[config.mk]
export PLATFORM = sky130hd
export DESIGN_NAME = dual_button_hold_qualifier
export DESIGN_NICKNAME = d
export VERILOG_FILES = /design/src/design/dbhq_pkg.sv /design/src/design/dual_button_hold_qualifier.sv
export SDC_FILE = /design/constraint.sdc
export NUM_CORES = 1
export LEC_CHECK = 0
export BUFFER_PORTS_ARGS = -buffer_cell sky130_fd_sc_hd__buf_2
export CAP_MARGIN = 20
export CORE_ASPECT_RATIO = 0.5
export CORE_MARGIN = 3
export CORE_UTILIZATION = 59
export CTS_CLUSTER_DIAMETER = 150
export CTS_CLUSTER_SIZE = 20
export DETAILED_ROUTE_END_ITERATION = 10
export PLACE_DENSITY = 0.79
export SLEW_MARGIN = 20
export SYNTH_ARGS = -nofsm -noshare
export SYNTH_HDL_FRONTEND = slang
export SYNTH_SLANG_ARGS = --single-unit
[constraint.sdc]
create_clock -name clk -period 12.3 [get_ports clk]
set_clock_uncertainty 0.2 [all_clocks]
set_input_delay 1.23 -clock clk [delete_from_list [all_inputs] [get_ports clk]]
set_output_delay 1.23 -clock clk [all_outputs]
set_load 0.03 [all_outputs]
[src/design/dbhq_pkg.sv]
// ----------------------------------------------------------------------------
// dbhq_pkg
// Types, register indexes and constants for the dual button hold qualifier.
// ----------------------------------------------------------------------------
`default_nettype none

package dbhq_pkg;

  localparam int NUM_BUTTONS = 2;
  localparam int TIME_WIDTH_DEF = 32;

  localparam int CFG_W = 16;
  localparam int CFG_IDX_W = 2;
  localparam int STABLE_W = 8;
  localparam int SETTLE_CNT_W = 9;
  localparam int BOTH_CNT_W = 3;

  localparam logic [BOTH_CNT_W-1:0] BOTH_LIMIT = 3'd5;
  localparam logic [BOTH_CNT_W-1:0] BOTH_SAT = 3'd6;

  localparam logic [CFG_W-1:0] SETTLE_TIME_RST = 16'd10;
  localparam logic [STABLE_W-1:0] STABLE_COUNT_RST = 8'd3;
  localparam logic [CFG_W-1:0] HOLD_TIME_RST = 16'd1000;
  localparam logic [CFG_W-1:0] BOTH_INTERVAL_RST = 16'd100;

  typedef enum logic [CFG_IDX_W-1:0] {
    REG_SETTLE_TIME   = 2'd0,
    REG_STABLE_COUNT  = 2'd1,
    REG_HOLD_TIME     = 2'd2,
    REG_BOTH_INTERVAL = 2'd3
  } cfg_reg_t;

  typedef enum logic [1:0] {
    ST_RELEASED = 2'd0,
    ST_PRESSED  = 2'd1,
    ST_HOLD     = 2'd2
  } status_t;

  typedef struct packed {
    status_t status_first;
    status_t status_second;
    logic    reset_request;
  } result_t;

endpackage

`default_nettype wire

[src/design/dual_button_hold_qualifier.sv]
// ----------------------------------------------------------------------------
// dual_button_hold_qualifier
// Debounces two active-low buttons, qualifies long presses as hold and
// raises a reset request while both buttons stay down long enough.
// ----------------------------------------------------------------------------
// An accepted poll's result is registered into the output or skid register.
// Throughput: one poll per cycle while in_stall is low; all per-poll work is one pass of compare
// logic from the button state registers into the output register.
// A two-entry output stage (output register plus skid register) keeps
// requests flowing while a result waits; in_stall rises only when both are full.
// Reset (synchronous, rst_n low) clears all button state, the both-counter and
// the output stage valid flags, and loads the default configuration values.
`default_nettype none

module dual_button_hold_qualifier
  import dbhq_pkg::*;
#(
  parameter int TIME_WIDTH = TIME_WIDTH_DEF
) (
  input  wire logic                  clk,
  input  wire logic                  rst_n,

  input  wire logic                  cfg_we,
  input  wire logic [CFG_IDX_W-1:0]  cfg_index,
  input  wire logic [CFG_W-1:0]      cfg_wdata,

  input  wire logic                  in_valid,
  output logic                       in_stall,
  input  wire logic [TIME_WIDTH-1:0] in_now_time,
  input  wire logic                  in_level_first,
  input  wire logic                  in_level_second,

  output logic                       out_valid,
  input  wire logic                  out_stall,
  output logic [1:0]                 out_status_first,
  output logic [1:0]                 out_status_second,
  output logic                       out_reset_request
);

  // Configuration registers.
  logic [CFG_W-1:0]    settle_time_r;
  logic [STABLE_W-1:0] stable_count_r;
  logic [CFG_W-1:0]    hold_time_r;
  logic [CFG_W-1:0]    both_interval_r;

  // Button state.
  logic                    last_level_r   [NUM_BUTTONS];
  logic [TIME_WIDTH-1:0]   settle_start_r [NUM_BUTTONS];
  logic [SETTLE_CNT_W-1:0] settle_count_r [NUM_BUTTONS];
  status_t                 status_r       [NUM_BUTTONS];
  logic [TIME_WIDTH-1:0]   press_start_r  [NUM_BUTTONS];
  logic [TIME_WIDTH-1:0]   both_start_r;
  logic [BOTH_CNT_W-1:0]   both_count_r;

  logic                    last_level_nxt   [NUM_BUTTONS];
  logic [TIME_WIDTH-1:0]   settle_start_nxt [NUM_BUTTONS];
  logic [SETTLE_CNT_W-1:0] settle_count_nxt [NUM_BUTTONS];
  status_t                 status_nxt       [NUM_BUTTONS];
  logic [TIME_WIDTH-1:0]   press_start_nxt  [NUM_BUTTONS];
  logic [TIME_WIDTH-1:0]   both_start_nxt;
  logic [BOTH_CNT_W-1:0]   both_count_nxt;

  // Per-button intermediate terms.
  logic                    level        [NUM_BUTTONS];
  logic                    changed      [NUM_BUTTONS];
  logic                    settle_rise  [NUM_BUTTONS];
  logic                    level_taken  [NUM_BUTTONS];
  logic [SETTLE_CNT_W-1:0] count_start  [NUM_BUTTONS];
  logic [SETTLE_CNT_W-1:0] count_risen  [NUM_BUTTONS];
  logic [TIME_WIDTH-1:0]   settle_el    [NUM_BUTTONS];
  logic [TIME_WIDTH-1:0]   press_el     [NUM_BUTTONS];
  status_t                 status_taken [NUM_BUTTONS];
  logic                    down         [NUM_BUTTONS];

  logic [TIME_WIDTH-1:0] settle_time_ext;
  logic [TIME_WIDTH-1:0] hold_time_ext;
  logic [TIME_WIDTH-1:0] both_interval_ext;
  logic [TIME_WIDTH-1:0] both_el;
  logic                  both_rise;
  logic                  req;

  // Output stage.
  result_t res_nxt;
  result_t out_r;
  result_t skid_r;
  logic    out_valid_r;
  logic    skid_valid_r;
  logic    in_acc;
  logic    out_free;

  assign in_acc   = in_valid && !skid_valid_r;
  assign out_free = !out_valid_r || !out_stall;
  assign in_stall = skid_valid_r;

  assign level[0] = in_level_first;
  assign level[1] = in_level_second;

  assign settle_time_ext   = TIME_WIDTH'(settle_time_r);
  assign hold_time_ext     = TIME_WIDTH'(hold_time_r);
  assign both_interval_ext = TIME_WIDTH'(both_interval_r);

  always_comb begin
    for (int b = 0; b < NUM_BUTTONS; b++) begin
      changed[b]   = last_level_r[b] != level[b];
      settle_el[b] = in_now_time - settle_start_r[b];
      press_el[b]  = in_now_time - press_start_r[b];
      count_start[b] = changed[b] ? SETTLE_CNT_W'(1) : settle_count_r[b];
      // A level change restarts the settle timer at this poll, so no time
      // has elapsed yet on that poll.
      settle_rise[b] = !changed[b] && (count_start[b] != '0) &&
                       (settle_el[b] > settle_time_ext);
      count_risen[b] = settle_rise[b] ? count_start[b] + SETTLE_CNT_W'(1)
                                      : count_start[b];
      level_taken[b] = count_risen[b] > SETTLE_CNT_W'(stable_count_r);

      last_level_nxt[b]   = level[b];
      settle_start_nxt[b] = (changed[b] || settle_rise[b]) ? in_now_time
                                                           : settle_start_r[b];
      settle_count_nxt[b] = level_taken[b] ? '0 : count_risen[b];

      if (level_taken[b]) begin
        status_taken[b] = level[b] ? ST_RELEASED : ST_PRESSED;
      end else begin
        status_taken[b] = status_r[b];
      end
      press_start_nxt[b] = (level_taken[b] && !level[b]) ? in_now_time
                                                         : press_start_r[b];

      // A press accepted on this poll has zero elapsed press time.
      if (status_taken[b] == ST_PRESSED && !(level_taken[b] && !level[b]) &&
          press_el[b] > hold_time_ext) begin
        status_nxt[b] = ST_HOLD;
      end else begin
        status_nxt[b] = status_taken[b];
      end
      down[b] = status_nxt[b] == ST_PRESSED || status_nxt[b] == ST_HOLD;
    end
  end

  assign both_el = in_now_time - both_start_r;

  always_comb begin
    both_rise      = down[0] && down[1] && (both_el > both_interval_ext);
    both_start_nxt = both_rise ? in_now_time : both_start_r;
    both_count_nxt = both_count_r;
    req            = 1'b0;
    if (down[0] && down[1]) begin
      if (both_rise) begin
        if (both_count_r < BOTH_SAT) begin
          both_count_nxt = both_count_r + BOTH_CNT_W'(1);
        end
        req = both_count_nxt > BOTH_LIMIT;
      end
    end else begin
      both_count_nxt = '0;
    end
  end

  always_comb begin
    res_nxt.status_first  = status_nxt[0];
    res_nxt.status_second = status_nxt[1];
    res_nxt.reset_request = req;
  end

  always_ff @(posedge clk) begin
    if (!rst_n) begin
      settle_time_r   <= SETTLE_TIME_RST;
      stable_count_r  <= STABLE_COUNT_RST;
      hold_time_r     <= HOLD_TIME_RST;
      both_interval_r <= BOTH_INTERVAL_RST;
    end else if (cfg_we) begin
      unique case (cfg_reg_t'(cfg_index))
        REG_SETTLE_TIME:   settle_time_r   <= cfg_wdata;
        REG_STABLE_COUNT:  stable_count_r  <= cfg_wdata[STABLE_W-1:0];
        REG_HOLD_TIME:     hold_time_r     <= cfg_wdata;
        REG_BOTH_INTERVAL: both_interval_r <= cfg_wdata;
        default: ;
      endcase
    end
  end

  always_ff @(posedge clk) begin
    if (!rst_n) begin
      for (int b = 0; b < NUM_BUTTONS; b++) begin
        last_level_r[b]   <= 1'b0;
        settle_start_r[b] <= '0;
        settle_count_r[b] <= '0;
        status_r[b]       <= ST_RELEASED;
        press_start_r[b]  <= '0;
      end
      both_start_r <= '0;
      both_count_r <= '0;
    end else if (in_acc) begin
      for (int b = 0; b < NUM_BUTTONS; b++) begin
        last_level_r[b]   <= last_level_nxt[b];
        settle_start_r[b] <= settle_start_nxt[b];
        settle_count_r[b] <= settle_count_nxt[b];
        status_r[b]       <= status_nxt[b];
        press_start_r[b]  <= press_start_nxt[b];
      end
      both_start_r <= both_start_nxt;
      both_count_r <= both_count_nxt;
    end
  end

  // Output register with a skid entry behind it. While the skid entry is
  // full no request is taken, so it drains into the output register first.
  always_ff @(posedge clk) begin
    if (!rst_n) begin
      out_valid_r  <= 1'b0;
      skid_valid_r <= 1'b0;
    end else if (out_free) begin
      if (skid_valid_r) begin
        out_valid_r  <= 1'b1;
        skid_valid_r <= 1'b0;
      end else begin
        out_valid_r <= in_acc;
      end
    end else if (in_acc) begin
      skid_valid_r <= 1'b1;
    end
  end

  always_ff @(posedge clk) begin
    if (out_free) begin
      if (skid_valid_r) begin
        out_r <= skid_r;
      end else if (in_acc) begin
        out_r <= res_nxt;
      end
    end else if (in_acc) begin
      skid_r <= res_nxt;
    end
  end

  assign out_valid         = out_valid_r;
  assign out_status_first  = out_r.status_first;
  assign out_status_second = out_r.status_second;
  assign out_reset_request = out_r.reset_request;

  // The skid entry is only ever filled behind a full output register.
  a_skid_behind_out: assert property (@(posedge clk) disable iff (!rst_n)
    skid_valid_r |-> out_valid_r)
    else $error("skid entry valid while output register empty");

  // A reset request is only issued while both buttons are down.
  a_req_needs_both: assert property (@(posedge clk) disable iff (!rst_n)
    out_valid_r && out_r.reset_request |->
      (out_r.status_first != ST_RELEASED) && (out_r.status_second != ST_RELEASED))
    else $error("reset request without both buttons down");

  // The both-counter saturates and never passes its ceiling.
  a_both_sat: assert property (@(posedge clk) disable iff (!rst_n)
    both_count_r <= BOTH_SAT)
    else $error("both-counter above saturation value");

  // An accepted request always shows up in the output stage next cycle.
  a_acc_lands: assert property (@(posedge clk) disable iff (!rst_n)
    in_acc |=> out_valid_r)
    else $error("accepted request lost in output stage");

endmodule

`default_nettype wire

# Word-level counts from Yosys, hierarchy flattened

Memories as Yosys holds them, arrays and structs flattened.
Cells that the tools add are included.

Output and inout port bits: 7
Input bits: 57
Register bits after elaboration: 103
Logic and storage cells: 140
Bits in writable memories: 152
Memories: 5

Bitwise logic cells: 12
Equal/unequal tests: 12
Mux-type cells: 40
$add $sub $neg: 8
Order comparisons: 9
Reduce and logical (&&, ||, !) cells: 40

Memories:

| memory         | words | bits a word | read ports | clocked after Yosys merged registers in | write ports | line                             | source |
|---|---|---|---|---|---|---|---|
| press_start_r  | 2     | 32          | 2          | 0                                       | 2           | dual_button_hold_qualifier.sv:51 | `logic [TIME_WIDTH-1:0] press_start_r [NUM_BUTTONS];` |
| settle_start_r | 2     | 32          | 2          | 0                                       | 2           | dual_button_hold_qualifier.sv:48 | `logic [TIME_WIDTH-1:0] settle_start_r [NUM_BUTTONS];` |
| settle_count_r | 2     | 9           | 2          | 0                                       | 2           | dual_button_hold_qualifier.sv:49 | `logic [SETTLE_CNT_W-1:0] settle_count_r [NUM_BUTTONS];` |
| status_r       | 2     | 2           | 2          | 0                                       | 2           | dual_button_hold_qualifier.sv:50 | `status_t status_r [NUM_BUTTONS];` |
| last_level_r   | 2     | 1           | 2          | 0                                       | 2           | dual_button_hold_qualifier.sv:47 | `logic last_level_r [NUM_BUTTONS];` |

Operator list:

| operator                                           | count |
|---|---|
| two-way mux 32 bit                                 | 8 |
| > comparator 32 x 16 -> 1 bit                      | 5 |
| subtractor 32 bit                                  | 5 |
| two-way mux 9 bit                                  | 8 |
| adder 9 x 1 -> 9 bit (second input constant)       | 2 |
| > comparator 9 x 8 -> 1 bit                        | 2 |
| nonzero test 9 bit                                 | 2 |
| AND reduction 2 bit                                | 8 |
| two-way mux 3 bit                                  | 5 |
| logical AND 1 bit                                  | 13 |
| two-way mux 2 bit                                  | 6 |
| two-way mux 1 bit                                  | 11 |
| == test 2 x 1 -> 1 bit (second input constant)     | 5 |
| two-way mux 5 bit                                  | 2 |
| bitwise OR 1 bit                                   | 10 |
| zero test 1 bit                                    | 9 |
| == test 2 bit (second input constant)              | 4 |
| logical OR 1 bit                                   | 5 |
| adder 3 x 1 -> 3 bit (second input constant)       | 1 |
| > comparator 3 bit (second input constant)         | 1 |
| less-than comparator 3 bit (second input constant) | 1 |
| zero test 2 bit                                    | 1 |
| != test 1 bit                                      | 2 |
| != test 2 bit (second input constant)              | 1 |
| 3 further kinds                                    | 4 |

# Depth between registers and ports, before layout

Gate-level depths: netlist of the first run.
An unclocked memory read counts as a cell.

Word-level depth: 24
Depth in mapped cells: 36
Depth with buffers taken out: 35

# Worst setup path before layout of the first run

OpenSTA, ideal clock, no wires.

Kind: input-to-reg
From: input port in_now_time[4]
To: memory press_start_r[0][32] (netlist name), enable pin
Buffers on the path: 1
Setup time: 470 ps
Setup slack: 2344 ps
Data arrival time: 9285 ps
Stages on the path: 31
Cell sequence: ha_1 a21o_1 or3_1 o21ba_2 a211oi_1 xnor2_1 ha_1 nand4_1 nor2_1 a221o_1 o31a_1 a2111oi_0 nand4_1 or4_4 nor4_4 a21oi_1 clkbuf_1 nand2_1 o21ai_0 ha_1 nor2b_1 o21a_1 o21a_1 o21a_1 o21ai_0 nand2b_1 a211oi_1 o21ai_0 a41oi_2 and2_1 o31ai_1

RTL lines:

| item               | line                             | source |
|---|---|---|
| start: declaration | dual_button_hold_qualifier.sv:29 | `input wire logic [TIME_WIDTH-1:0] in_now_time,` |
| end: declaration   | dual_button_hold_qualifier.sv:51 |  |

==> metrics, run 1 <==
nets around 2,800; Post-synth EDFFs between 150 and 200; final hold slack between 0.2 and 0.3 ns; via count approximately 19,000; Relative slew margins 0.214; Post-synth top flop edfxtp_1; Rows 48; dpl ws about 2.6 ns; Initial DRT Pass Iterations 6; Tmin final 9.31 ns; violation count after the first detailed-route iteration 2,174; starting density of the core 0.608; internal power approximately 1.7 mW; max cap viols 0; Worst Setup Slack, final roughly 3 ns; final core occ 0.643; via/cell ratio 6.30; Area after DPL about 0.022 mm2; I/O pin count 64; Final HPWL DP roughly 50 mm; DRC viols 0; Final setup violation count 0; layout cells sized above 1 0.0493; ANT nets after route 0; synth unique cells 85; GRT Max-Usage Layer met1; Layout area overhead 5.79%; Total Wirelength about 63 mm; CP Launch Type input port; Routed WL per cell 20.9 um; share of power burned in the clock network 0.206; hold crit path type flop to flop; Pleak ~9.5 nW; Post-CTS Resized 0; Worst-Skew Late Latency ~0.52 ns; Power Dens Cells ~120 mW/mm2; CP required ~13 ns; Post-Synthesis Cells 2,498; register area share after synthesis 0.316; Reg power frac 0.371; FFs w/ async S/R, synth 0; pin count of the biggest net entering global routing 118; Top delay family on crit path compound AO/OA/AOI/OAI gates; Logic pwr share 0.423; Tightest Pin Transition 1.18 ns; Sum Neg Setup Slack 0 ns; Die ar. 0.0385 mm2; DP Cell Count 2,980; RSZ-0062 raised after global routing false; clock buffer count from CTS 16; first-pass GRT wire length a little under 100 mm; # clock sinks between 200 and 300; die height 140 um; final hold violation count 0; hold_buf cts 0; worst vdd ir 0.0000908 V; Slowest cell on crit path or4_4; FILL cells roughly 3,000; Syn Area/Cell approximately 8.5 um2; Core Footprint ~0.035 mm2; Hold Startpoint both_start_r[11]$_SDFFE_PN0P_; max-slew violation count 0; total grt overflow 0; NetSw roughly 1.0 mW; Tcrit/Tclk final 0.757; initial antenna violation count 1; CP startpoint in_now_time[1]; post-CTS setup buffer count 0; status complete, no violations; critical path class input port to flop; ranking of synthesized cells by area edfxtp_1 (23%), ha_1 (15%), dfxtp_1 (8.7%), nand2_1 (5.5%), inv_1 (4.8%); Pwr Total 2.71 mW; worst reg2reg startpoint settle_start_r[0][8]$_SDFFCE_PN0P_; final std cells w/o fill ~3,000; CTS tree done; Peak Freq 107 MHz; IO Port Bufs 63; crit end category flop; synthesis-stage register bit count 255; diodes inserted 0; number of buffers and inverters on the critical path 3; Tot GR Track Use 0.320; r2r worst-path depth 32; vias in the first global route 17,300; critical path depth 33; met2 GRT Util 0.449; Yosys top cell area share 0.229; clk buf depth 3; Arr. time, crit path 9.55 ns; global-route met1 utilization 0.480; Critical Path Max Stage Delay a little under 0.6 ns; GR Util met3 0.102; Post-Layout Inst Area ~0.023 mm2; Die W 275 um; H-tree lvl count 1; Cell Area, Synth roughly 0.021 mm2; RD Place Congestion between 0.9 and 1; synth warn 0; clk root buf clkbuf_16; Synth area leader edfxtp_1; Switching Share 0.382; WHS Path Cells 2; CTS clk-pin slew, worst paths roughly 0.09 ns; crit path max fanout 32
-- layout by cell type (no fill, tap or decap), types with 56 or more instances in the layout --
| cell type | count |
|---|---|
| dfxtp_1 | 93 |
| o21ai_0 | 117 |
| a21o_1 | 80 |
| nor2_1 | 127 |
| nand2_1 | 310 |
| a21oi_1 | 195 |
| and3_1 | 56 |
| inv_1 | 270 |
| buf_2 | 62 |
| edfxtp_1 | 162 |
| xnor2_1 | 82 |
| ha_1 | 256 |
-- final timing paths --
path,to,slack (ns)
worst max register to register,both_start_r[9]$_SDFFE_PN0P_,3.50
worst min-delay path,both_start_r[11]$_SDFFE_PN0P_,0.26
worst max-delay path,both_start_r[9]$_SDFFE_PN0P_,2.99
worst min register to register,both_start_r[11]$_SDFFE_PN0P_,0.26
-- worst register-to-register path: cells and delay by family (launching register included) --
family / cells / cell delay, ns
xor+xnor: 2 / 0.32
buf+inv: 2 / 0.63
fa+ha+maj: 3 / 0.78
compound gates: 12 / 3.26
flops: 1 / 0.43
mux: 1 / 0.32
simple gates: 12 / 2.82
-- power groups by stage --
stage / Sequential (mW) / Clock (mW) / Combinational [mW]
floorplan: 1.02 / 0 / 0.810
global placement: 1.02 / 0 / 1.08
detailed placement: 1.03 / 0 / 1.10
CTS: 1.01 / 0.561 / 1.12
global route: 1.01 / 0.592 / 1.26
finish: 1.01 / 0.560 / 1.15
-- per-layer routing --
metal  wire (um)  vias to the layer above  part of all wire
met5           0                        -                 0
met3        7720                       86              0.12
met1       29100                     8936              0.46
met2       24700                      849              0.39
met4        1380                        0             0.022
li1            -                     9085                 -
-- state kept, by name, summed over array words and instances, names as in the netlist --
signal / count
both_start_r: 32
settle_count_r: 18
hold_time_r: 16
skid_r: 5
out_status_second: 2
in_stall: 1
stable_count_r: 8
status_r: 4
settle_start_r: 64
press_start_r: 64
out_valid: 1
out_reset_request: 1
both_count_r: 3
both_interval_r: 16
out_status_first: 2
settle_time_r: 16
last_level_r: 2
-- synthesized netlist by cell type (all sizes together), types with 9 or more instances --
cell,count
o21bai,19
o21ai,121
and4,9
nor2,128
mux2i,50
nand2b,31
nor3,41
a211oi,23
a31oi,20
or3,12
o21a,33
nor4,19
and2,12
nand2,310
dfxtp,93
o211ai,41
a21o,80
and3,56
clkbuf,61
nand3,45
ha,256
o31ai,9
nand4,45
a2111oi,14
nor2b,30
a21oi,197
a21boi,41
xor2,47
inv,270
xnor2,82
edfxtp,162
-- final cells by class --
type                            count  area [um2]  area share
Inverter                          270        1010      0.0450
Tap cell                          475         594      0.0264
Clock inverter                      1        7.51    0.000334
Timing Repair Buffer               72         393      0.0175
Multi-Input combinational cell   1909       13300       0.591
Sequential cell                   255        6730       0.299
Clock buffer                       27         463      0.0206
-- logic make-up (layout without fill, tap and decap cells) --
kind of cell | count (synthesis) | in the layout | share of synthesized area
buffers and inverters | 335 | 370 | 0.0611
and+or+nand+nor | 775 | 775 | 0.176
AOI/OAI and AO/OA | 688 | 688 | 0.212
xor gates and xnor gates | 129 | 129 | 0.0531
muxes | 54 | 54 | 0.0256
adders and majority gates | 261 | 261 | 0.155
other | 1 | 2 | 0.000176
DFF | 255 | 255 | 0.316
No activity file was read; power rests on OpenSTA's default activity.
==> run 2: changes to the inputs <==
--- a/config.mk
+++ b/config.mk
@@ -5,15 +5,16 @@
 export SDC_FILE = /design/constraint.sdc
 export NUM_CORES = 1
 export LEC_CHECK = 0
+export ABC_AREA = 1
 export BUFFER_PORTS_ARGS = -buffer_cell sky130_fd_sc_hd__buf_2
 export CAP_MARGIN = 20
 export CORE_ASPECT_RATIO = 0.5
 export CORE_MARGIN = 3
-export CORE_UTILIZATION = 59
+export CORE_UTILIZATION = 58
 export CTS_CLUSTER_DIAMETER = 150
 export CTS_CLUSTER_SIZE = 20
 export DETAILED_ROUTE_END_ITERATION = 10
-export PLACE_DENSITY = 0.79
+export PLACE_DENSITY = 0.81
 export SLEW_MARGIN = 20
 export SYNTH_ARGS = -nofsm -noshare
 export SYNTH_HDL_FRONTEND = slang
==> constraint.sdc (replaced) <==
create_clock -name clk -period 7.5 [get_ports clk]
set_clock_uncertainty 0.2 [all_clocks]
set_input_delay 0.75 -clock clk [delete_from_list [all_inputs] [get_ports clk]]
set_output_delay 0.75 -clock clk [all_outputs]
set_load 0.03 [all_outputs]
==> run 2 against run 1 <==
  * Via count grew 15%
  * Critical endpoint is now both_start_r[2]$_SDFFE_PN0P_
  * Register-to-register slack lost 2.9 ns
  * Cell count grew 29%
  * Routed wire length grew 15%
  * Non-clock buffer count grew 4
  * Clock power grew 69%
  * Die area grew 7.1%
  * Count of clock-buffer cells in the layout is the same
  * Sequential power grew 64%
  * Sequential share of layout area shrank 1.8 points
  * Global-route usage grew 1.8 points
==> metrics, run 2 <==
max-slew violation count 0 (unchanged); crit path max fanout 31 (-3.1%); IO Port Bufs 63 (unchanged); Tcrit/Tclk final 0.935; Post-synth top flop edfxtp_1; layout cells sized above 1 0.0501 (+0.000730); # clock sinks 255 (unchanged); Rows 50 (+4.2%); r2r worst-path depth 40 (+25%); via count 21,700 (+15%); synth warn 0 (unchanged); Critical Path Max Stage Delay 0.45 ns (-0.13 ns); CP required 7.76 ns (-4.78 ns); Post-synth EDFFs 162 (unchanged); Total Wirelength 72.3 mm (+15%); Post-Synthesis Cells 3,281 (+31%); max cap viols 0 (unchanged); Layout area overhead 6.66%; R2R Setup Slk 0.64 ns (-2.86 ns); clk root buf clkbuf_16; synth unique cells 54 (-36%); ranking of synthesized cells by area edfxtp_1 (22%), nand2_1 (14%), ha_1 (14%), inv_1 (11%), dfxtp_1 (8.3%); clock buffer count from CTS 16 (unchanged); Yosys top cell area share 0.217 (-0.0119); hold crit path type flop to flop; status complete, no violations; FFs w/ async S/R, synth 0 (unchanged); Pwr Total 4.77 mW (+76%); final hold violation count 0 (unchanged); H-tree lvl count 1 (unchanged); Arr. time, crit path 7.27 ns (-2.28 ns); crit path capture both_start_r[2]$_SDFFE_PN0P_; crit-path most repeated cell nand2_1; Worst-Skew Late Latency 0.53 ns (about the same); Syn Area/Cell 6.84 um2 (-20%); I/O pin count 64 (unchanged); Tmin final roughly 7 ns; RD Place Congestion 1.02 (+2.6%); Die W 284 um (+3.5%); Final HPWL DP 59.4 mm (+20%); CP Launch Type input port; CTS clk-pin slew, worst paths 0.09 ns (about the same); diodes inserted 0 (unchanged); violation count after the first detailed-route iteration 2,648 (+22%); Initial DRT Pass Iterations 6 (unchanged); Pleak 12.3 nW (+30%); via/cell ratio 5.60 (-11%); worst reg2reg startpoint settle_start_r[0][7]$_SDFFCE_PN0P_; synth cell count leaders nand2_1 (854), inv_1 (642), nor2_1 (346), ha_1 (256), a21oi_1 (249); Tot GR Track Use 0.338 (+0.0177); Sum Neg Setup Slack 0 ns (unchanged); synthesis-stage register bit count 255 (unchanged); top-count cell post-synth nand2_1; Core Footprint 0.0378 mm2 (+7.9%); total grt overflow 0 (unchanged); starting density of the core 0.594 (-0.0137); Synth area leader edfxtp_1; Area after DPL 0.0234 mm2 (+6.4%); nets 3,664 (+29%); CP startpoint in_now_time[0]; Power Dens Cells 199 mW/mm2 (+65%); first-pass GRT wire length 109 mm (+13%); Tightest Pin Transition 1.13 ns (-0.0522 ns); crit end category flop; Largest regs press_start_r x64, settle_start_r x64, both_start_r x32; Slowest cell on crit path fa_1; ANT nets after route 0 (unchanged); Relative slew margins 0.242 (+0.0279); die height 145 um (+3.4%); Peak Freq ~140 MHz; worst vdd ir 0.000177 V (+95%); register area share after synthesis 0.300 (-0.0165); most common cell after layout, fill and taps aside nand2_1; Routed WL per cell 18.6 um (-11%); Post-Layout Inst Area 0.0239 mm2 (+6.4%); CTS tree done; FF-to-FF End both_start_r[2]$_SDFFE_PN0P_; pin count of the biggest net entering global routing 74 (-37%); Final setup violation count 0 (unchanged); WHS Path Cells 2 (unchanged); Die ar. 0.0412 mm2 (+7.1%); clk buf depth 3 (unchanged); DRC viols 0 (unchanged); vias in the first global route 18,800 (+8.2%); initial antenna violation count 1 (unchanged); critical path class input port to flop; Cell Area, Synth 0.0224 mm2 (+5.5%); commonest cells after routing, fill and taps aside nand2_1 (854), inv_1 (641), nor2_1 (345), ha_1 (256), a21oi_1 (248)
[run 2: worst min path at each step]
stage | from | endpoint | slack [ns]
after global routing | both_interval_r[9]$_SDFFE_PN0P_ | both_interval_r[9]$_SDFFE_PN0P_ | 0.28
after detailed placement | both_interval_r[9]$_SDFFE_PN0P_ | both_interval_r[9]$_SDFFE_PN0P_ | 0.25
after floorplan | both_interval_r[10]$_SDFFE_PN0P_ | both_interval_r[10]$_SDFFE_PN0P_ | 0.24
after global placement | both_interval_r[7]$_SDFFE_PN0P_ | both_interval_r[7]$_SDFFE_PN0P_ | 0.25
after CTS | both_interval_r[9]$_SDFFE_PN0P_ | both_interval_r[9]$_SDFFE_PN0P_ | 0.27
final | both_interval_r[9]$_SDFFE_PN0P_ | both_interval_r[9]$_SDFFE_PN0P_ | 0.27
[run 2: through the flow]
stage               hold slack (ns)  instances  worst slack, ns   util
floorplan                     0.235       3282            0.296      -
CTS                           0.267       3875            0.551  0.632
finish                        0.269       3876            0.491  0.634
detailed placement            0.254       3847           0.0677  0.620
global route                  0.285       3876          -0.0219  0.634
global placement              0.248       3847            0.340  0.620
[run 2: repair_timing]
action / in CTS / in global routing
gates resized for setup: 0 / 6
setup endpoints to repair: 0 / 56
endpoints found under the hold margin: 0 / 0
hold buffers: 0 / 0
buffers inserted: 0 / 0
[run 2: area by class of cell]
class	instances	area [um2]
Fill cell	3576	13800
Multi-Input combinational cell	2339	13200
Sequential cell	255	6730
Inverter	658	2470
Tap cell	520	651
Clock buffer	27	463
Timing Repair Buffer	76	445
Clock inverter	1	7.51
[run 2: worst max-delay path: cells and delay by family]
family	cells	cell delay [ns]
AO/OA/AOI/OAI	3	0.62
XOR/XNOR	2	0.36
AND/OR/NAND/NOR	26	3.15
buffers and inverters	8	1.03
adder cells (fa/ha/maj)	4	1.30
[run 2: cells by family after synthesis]
logic type	synth area share
AND/OR/NAND/NOR	0.276
buffers and inverters	0.116
AO/OA/AOI/OAI	0.115
adder cells (fa/ha/maj)	0.147
flip-flops	0.300
XOR/XNOR	0.0457
other	0.000167
[run 2: where the power goes]
part	leakage [nW]	switching [mW]	total, mW	internal [mW]
clock	0.221	0.516	0.944	0.428
combinational	9.60	1.45	2.16	0.714
sequential	2.47	0.0386	1.66	1.62
total	12.3	2.01	4.77	2.76
[run 2: layer usage]
metal,share of wire,wire length (um),global-route usage,vias up
met5,0.00018,13,0,-
met4,0.016,1140,0.0529,2
met3,0.13,9460,0.0951,81
met2,0.37,26400,0.436,1039
met1,0.49,35300,0.549,9945
li1,-,-,-,10600
==> run 3: changes to the inputs <==
--- a/config.mk
+++ b/config.mk
@@ -10,11 +10,11 @@
 export CAP_MARGIN = 20
 export CORE_ASPECT_RATIO = 0.5
 export CORE_MARGIN = 3
-export CORE_UTILIZATION = 58
+export CORE_UTILIZATION = 59
 export CTS_CLUSTER_DIAMETER = 150
 export CTS_CLUSTER_SIZE = 20
 export DETAILED_ROUTE_END_ITERATION = 10
-export PLACE_DENSITY = 0.81
+export PLACE_DENSITY = 0.79
 export SLEW_MARGIN = 20
 export SYNTH_ARGS = -nofsm -noshare
 export SYNTH_HDL_FRONTEND = slang
==> constraint.sdc (replaced) <==
create_clock -name clk -period 8.96 [get_ports clk]
set_clock_uncertainty 0.2 [all_clocks]
set_input_delay 0.896 -clock clk [delete_from_list [all_inputs] [get_ports clk]]
set_output_delay 0.896 -clock clk [all_outputs]
set_load 0.03 [all_outputs]
==> run 3 against run 2 <==
  * Hold slack improved by 0.0047 ns
  * Global-route usage increased by 2.0 points
  * Worst setup slack improved by 0.31 ns
  * Power decreased by 16%
  * Clock power decreased by 17%
  * Routed wire length increased by 1.4%
  * Sequential share of layout area increased by 0.12 points
  * Non-clock buffer count decreased by 4
  * Die area decreased by 1.6%
  * Count of clock-buffer cells in the layout unchanged
  * Register-to-register slack improved by 0.47 ns
  * Critical endpoint is now both_start_r[30]$_SDFFE_PN0P_
==> metrics, run 3 (synthesized netlist as in run 2, its figures left out) <==
internal power 2.31 mW (-16%); hold_buf cts 0 (unchanged); Final setup violation count 0 (unchanged); CTS clk-pin slew, worst paths 0.11 ns (+0.02 ns); NetSw 1.68 mW (-16%); commonest cells after routing, fill and taps aside nand2_1 (854), inv_1 (642), nor2_1 (346), ha_1 (256), a21oi_1 (249); pin count of the biggest net entering global routing 66 (-11%); ANT nets after route 0 (unchanged); starting density of the core 0.611 (+0.0172); Layout area overhead 6.19%; clk buf depth 3 (unchanged); vias in the first global route 19,400 (+3.5%); CP Launch Type input port; CTS tree done; Rows 49 (-2.0%); Hold Startpoint both_interval_r[15]$_SDFFE_PN0P_; Initial DRT Pass Iterations 6 (unchanged); DRC viols 0 (unchanged); Area after DPL 0.0233 mm2 (-0.37%); crit-path most repeated cell nand2_1; initial antenna violation count 0 (-1); dpl ws 0.556 ns (+0.489 ns); final hold slack 0.273 ns (+0.00466 ns); total grt overflow 0 (unchanged); clock buffer count from CTS 16 (unchanged); area occupied by multi-input gates 0.0132 mm2 (-0.12%); final hold violation count 0 (unchanged); clk root buf clkbuf_16; violation count after the first detailed-route iteration 2,417 (-8.7%); crit end category flop; share of power burned in the clock network 0.196 (-0.002); worst vdd ir 0.000128 V (-27%); die height 144 um (-0.82%); Tightest Pin Transition 1.05 ns (-0.0797 ns); Die W 282 um (-0.83%); nets 3,660 (-0.11%); Arr. time, crit path 8.41 ns (+1.14 ns); Power Dens Cells 167 mW/mm2 (-16%); RD Place Congestion 1.05 (+3.1%); layout cells sized above 1 0.0477 (-0.00233); worst reg2reg startpoint settle_start_r[0][32]$_SDFFCE_PN0P_; Reg power frac 0.348 (about the same); crit path max fanout 38 (+23%); RSZ-0062 raised after global routing false; R2R Setup Slk 1.11 ns (+0.47 ns); max cap viols 0 (unchanged); Slowest cell on crit path nand4_4; Pwr Total 3.99 mW (-16%); first-pass GRT wire length 111 mm (+1.8%); Critical Path Max Stage Delay 0.51 ns (+0.06 ns); Relative slew margins 0.295 (+0.0536); post-CTS setup buffer count 0 (unchanged); via count 21,700 (+0.15%); Largest regs press_start_r x64, settle_start_r x64, both_start_r x32; diodes inserted 0 (unchanged); Tmin final roughly 8 ns; Worst Setup Slack, final 0.798 ns (+0.307 ns); Die ar. 0.0406 mm2 (-1.6%); Total Wirelength 73.3 mm (+1.4%); Logic pwr share 0.456 (+0.002); via/cell ratio 5.67 (+1.2%); CP startpoint in_now_time[1]; Pleak 12.3 nW (-0.26%); sequential standard cell area 0.00673 mm2 (unchanged); status complete, no violations; hold crit path type flop to flop; Worst-Skew Late Latency 0.53 ns (about the same); Core Footprint 0.0367 mm2 (-2.8%); critical path class input port to flop; Tot GR Track Use 0.358 (+0.0199); Peak Freq ~120 MHz; IO Port Bufs 63 (unchanged); Final HPWL DP 60.9 mm (+2.5%); Switching Share 0.421 (about the same); Post-Layout Inst Area 0.0238 mm2 (-0.43%); max-slew violation count 0 (unchanged); Sum Neg Setup Slack 0 ns (unchanged); CP required 9.21 ns (+1.45 ns); Tcrit/Tclk final 0.911; Routed WL per cell 19.1 um (+2.4%); Post-CTS Resized 0 (unchanged); H-tree lvl count 1 (unchanged); # clock sinks 255 (unchanged); I/O pin count 64 (unchanged); most common cell after layout, fill and taps aside nand2_1; FILL cells 3,404 (-4.8%)
==> run 3: changes by cell type in the layout (fill, tap and decap cells not counted), sizes merged <==
cell and change:
clkbuf -2, buf -2
==> run 3: metrics by stage <==
step	util	cells
after floorplan	-	3282
after global placement	0.636	3807
after detailed placement	0.636	3807
after CTS	0.648	3835
after global routing	0.649	3836
final	0.649	3836
==> run 3: power groups by stage <==
stage | Sequential [mW] | Combinational (mW) | Clock (mW)
floorplan | 1.41 | 1.24 | 0
global placement | 1.41 | 1.70 | 0
detailed placement | 1.41 | 1.74 | 0
CTS | 1.39 | 1.75 | 0.784
global route | 1.40 | 2.01 | 0.822
finish | 1.39 | 1.82 | 0.782
==> run 3: cell type report <==
| class | count | area share |
|---|---|---|
| Inverter | 658 | 0.104 |
| Sequential cell | 255 | 0.282 |
| Clock inverter | 1 | 0.000315 |
| Tap cell | 484 | 0.0254 |
| Clock buffer | 27 | 0.0194 |
| Timing Repair Buffer | 72 | 0.0169 |
| Multi-Input combinational cell | 2339 | 0.552 |
==> run 3: path summary, 6_finish.rpt <==
kind | to | cells after the start
hold reg to reg | both_interval_r[15]$_SDFFE_PN0P_ | 2
hold / removal | both_interval_r[15]$_SDFFE_PN0P_ | 2
setup reg to reg | both_start_r[30]$_SDFFE_PN0P_ | 47
setup / recovery | both_start_r[30]$_SDFFE_PN0P_ | 48
==> run 3: critical path: cells and delay by family <==
kind                       cells  cell delay [ns]
xor gates and xnor gates       2             0.28
adders and majority gates      3             1.08
AOI/OAI and AO/OA              4             0.71
and+or+nand+nor               31             4.02
buffers and inverters          8             1.33
==> run 3: per-layer routing <==
layer | share of wire | vias up | GRT usage
li1 | - | 10600 | -
met4 | 0.025 | 0 | 0.0868
met5 | 0 | - | 0
met1 | 0.49 | 9893 | 0.566
met3 | 0.12 | 119 | 0.0969
met2 | 0.36 | 1091 | 0.467
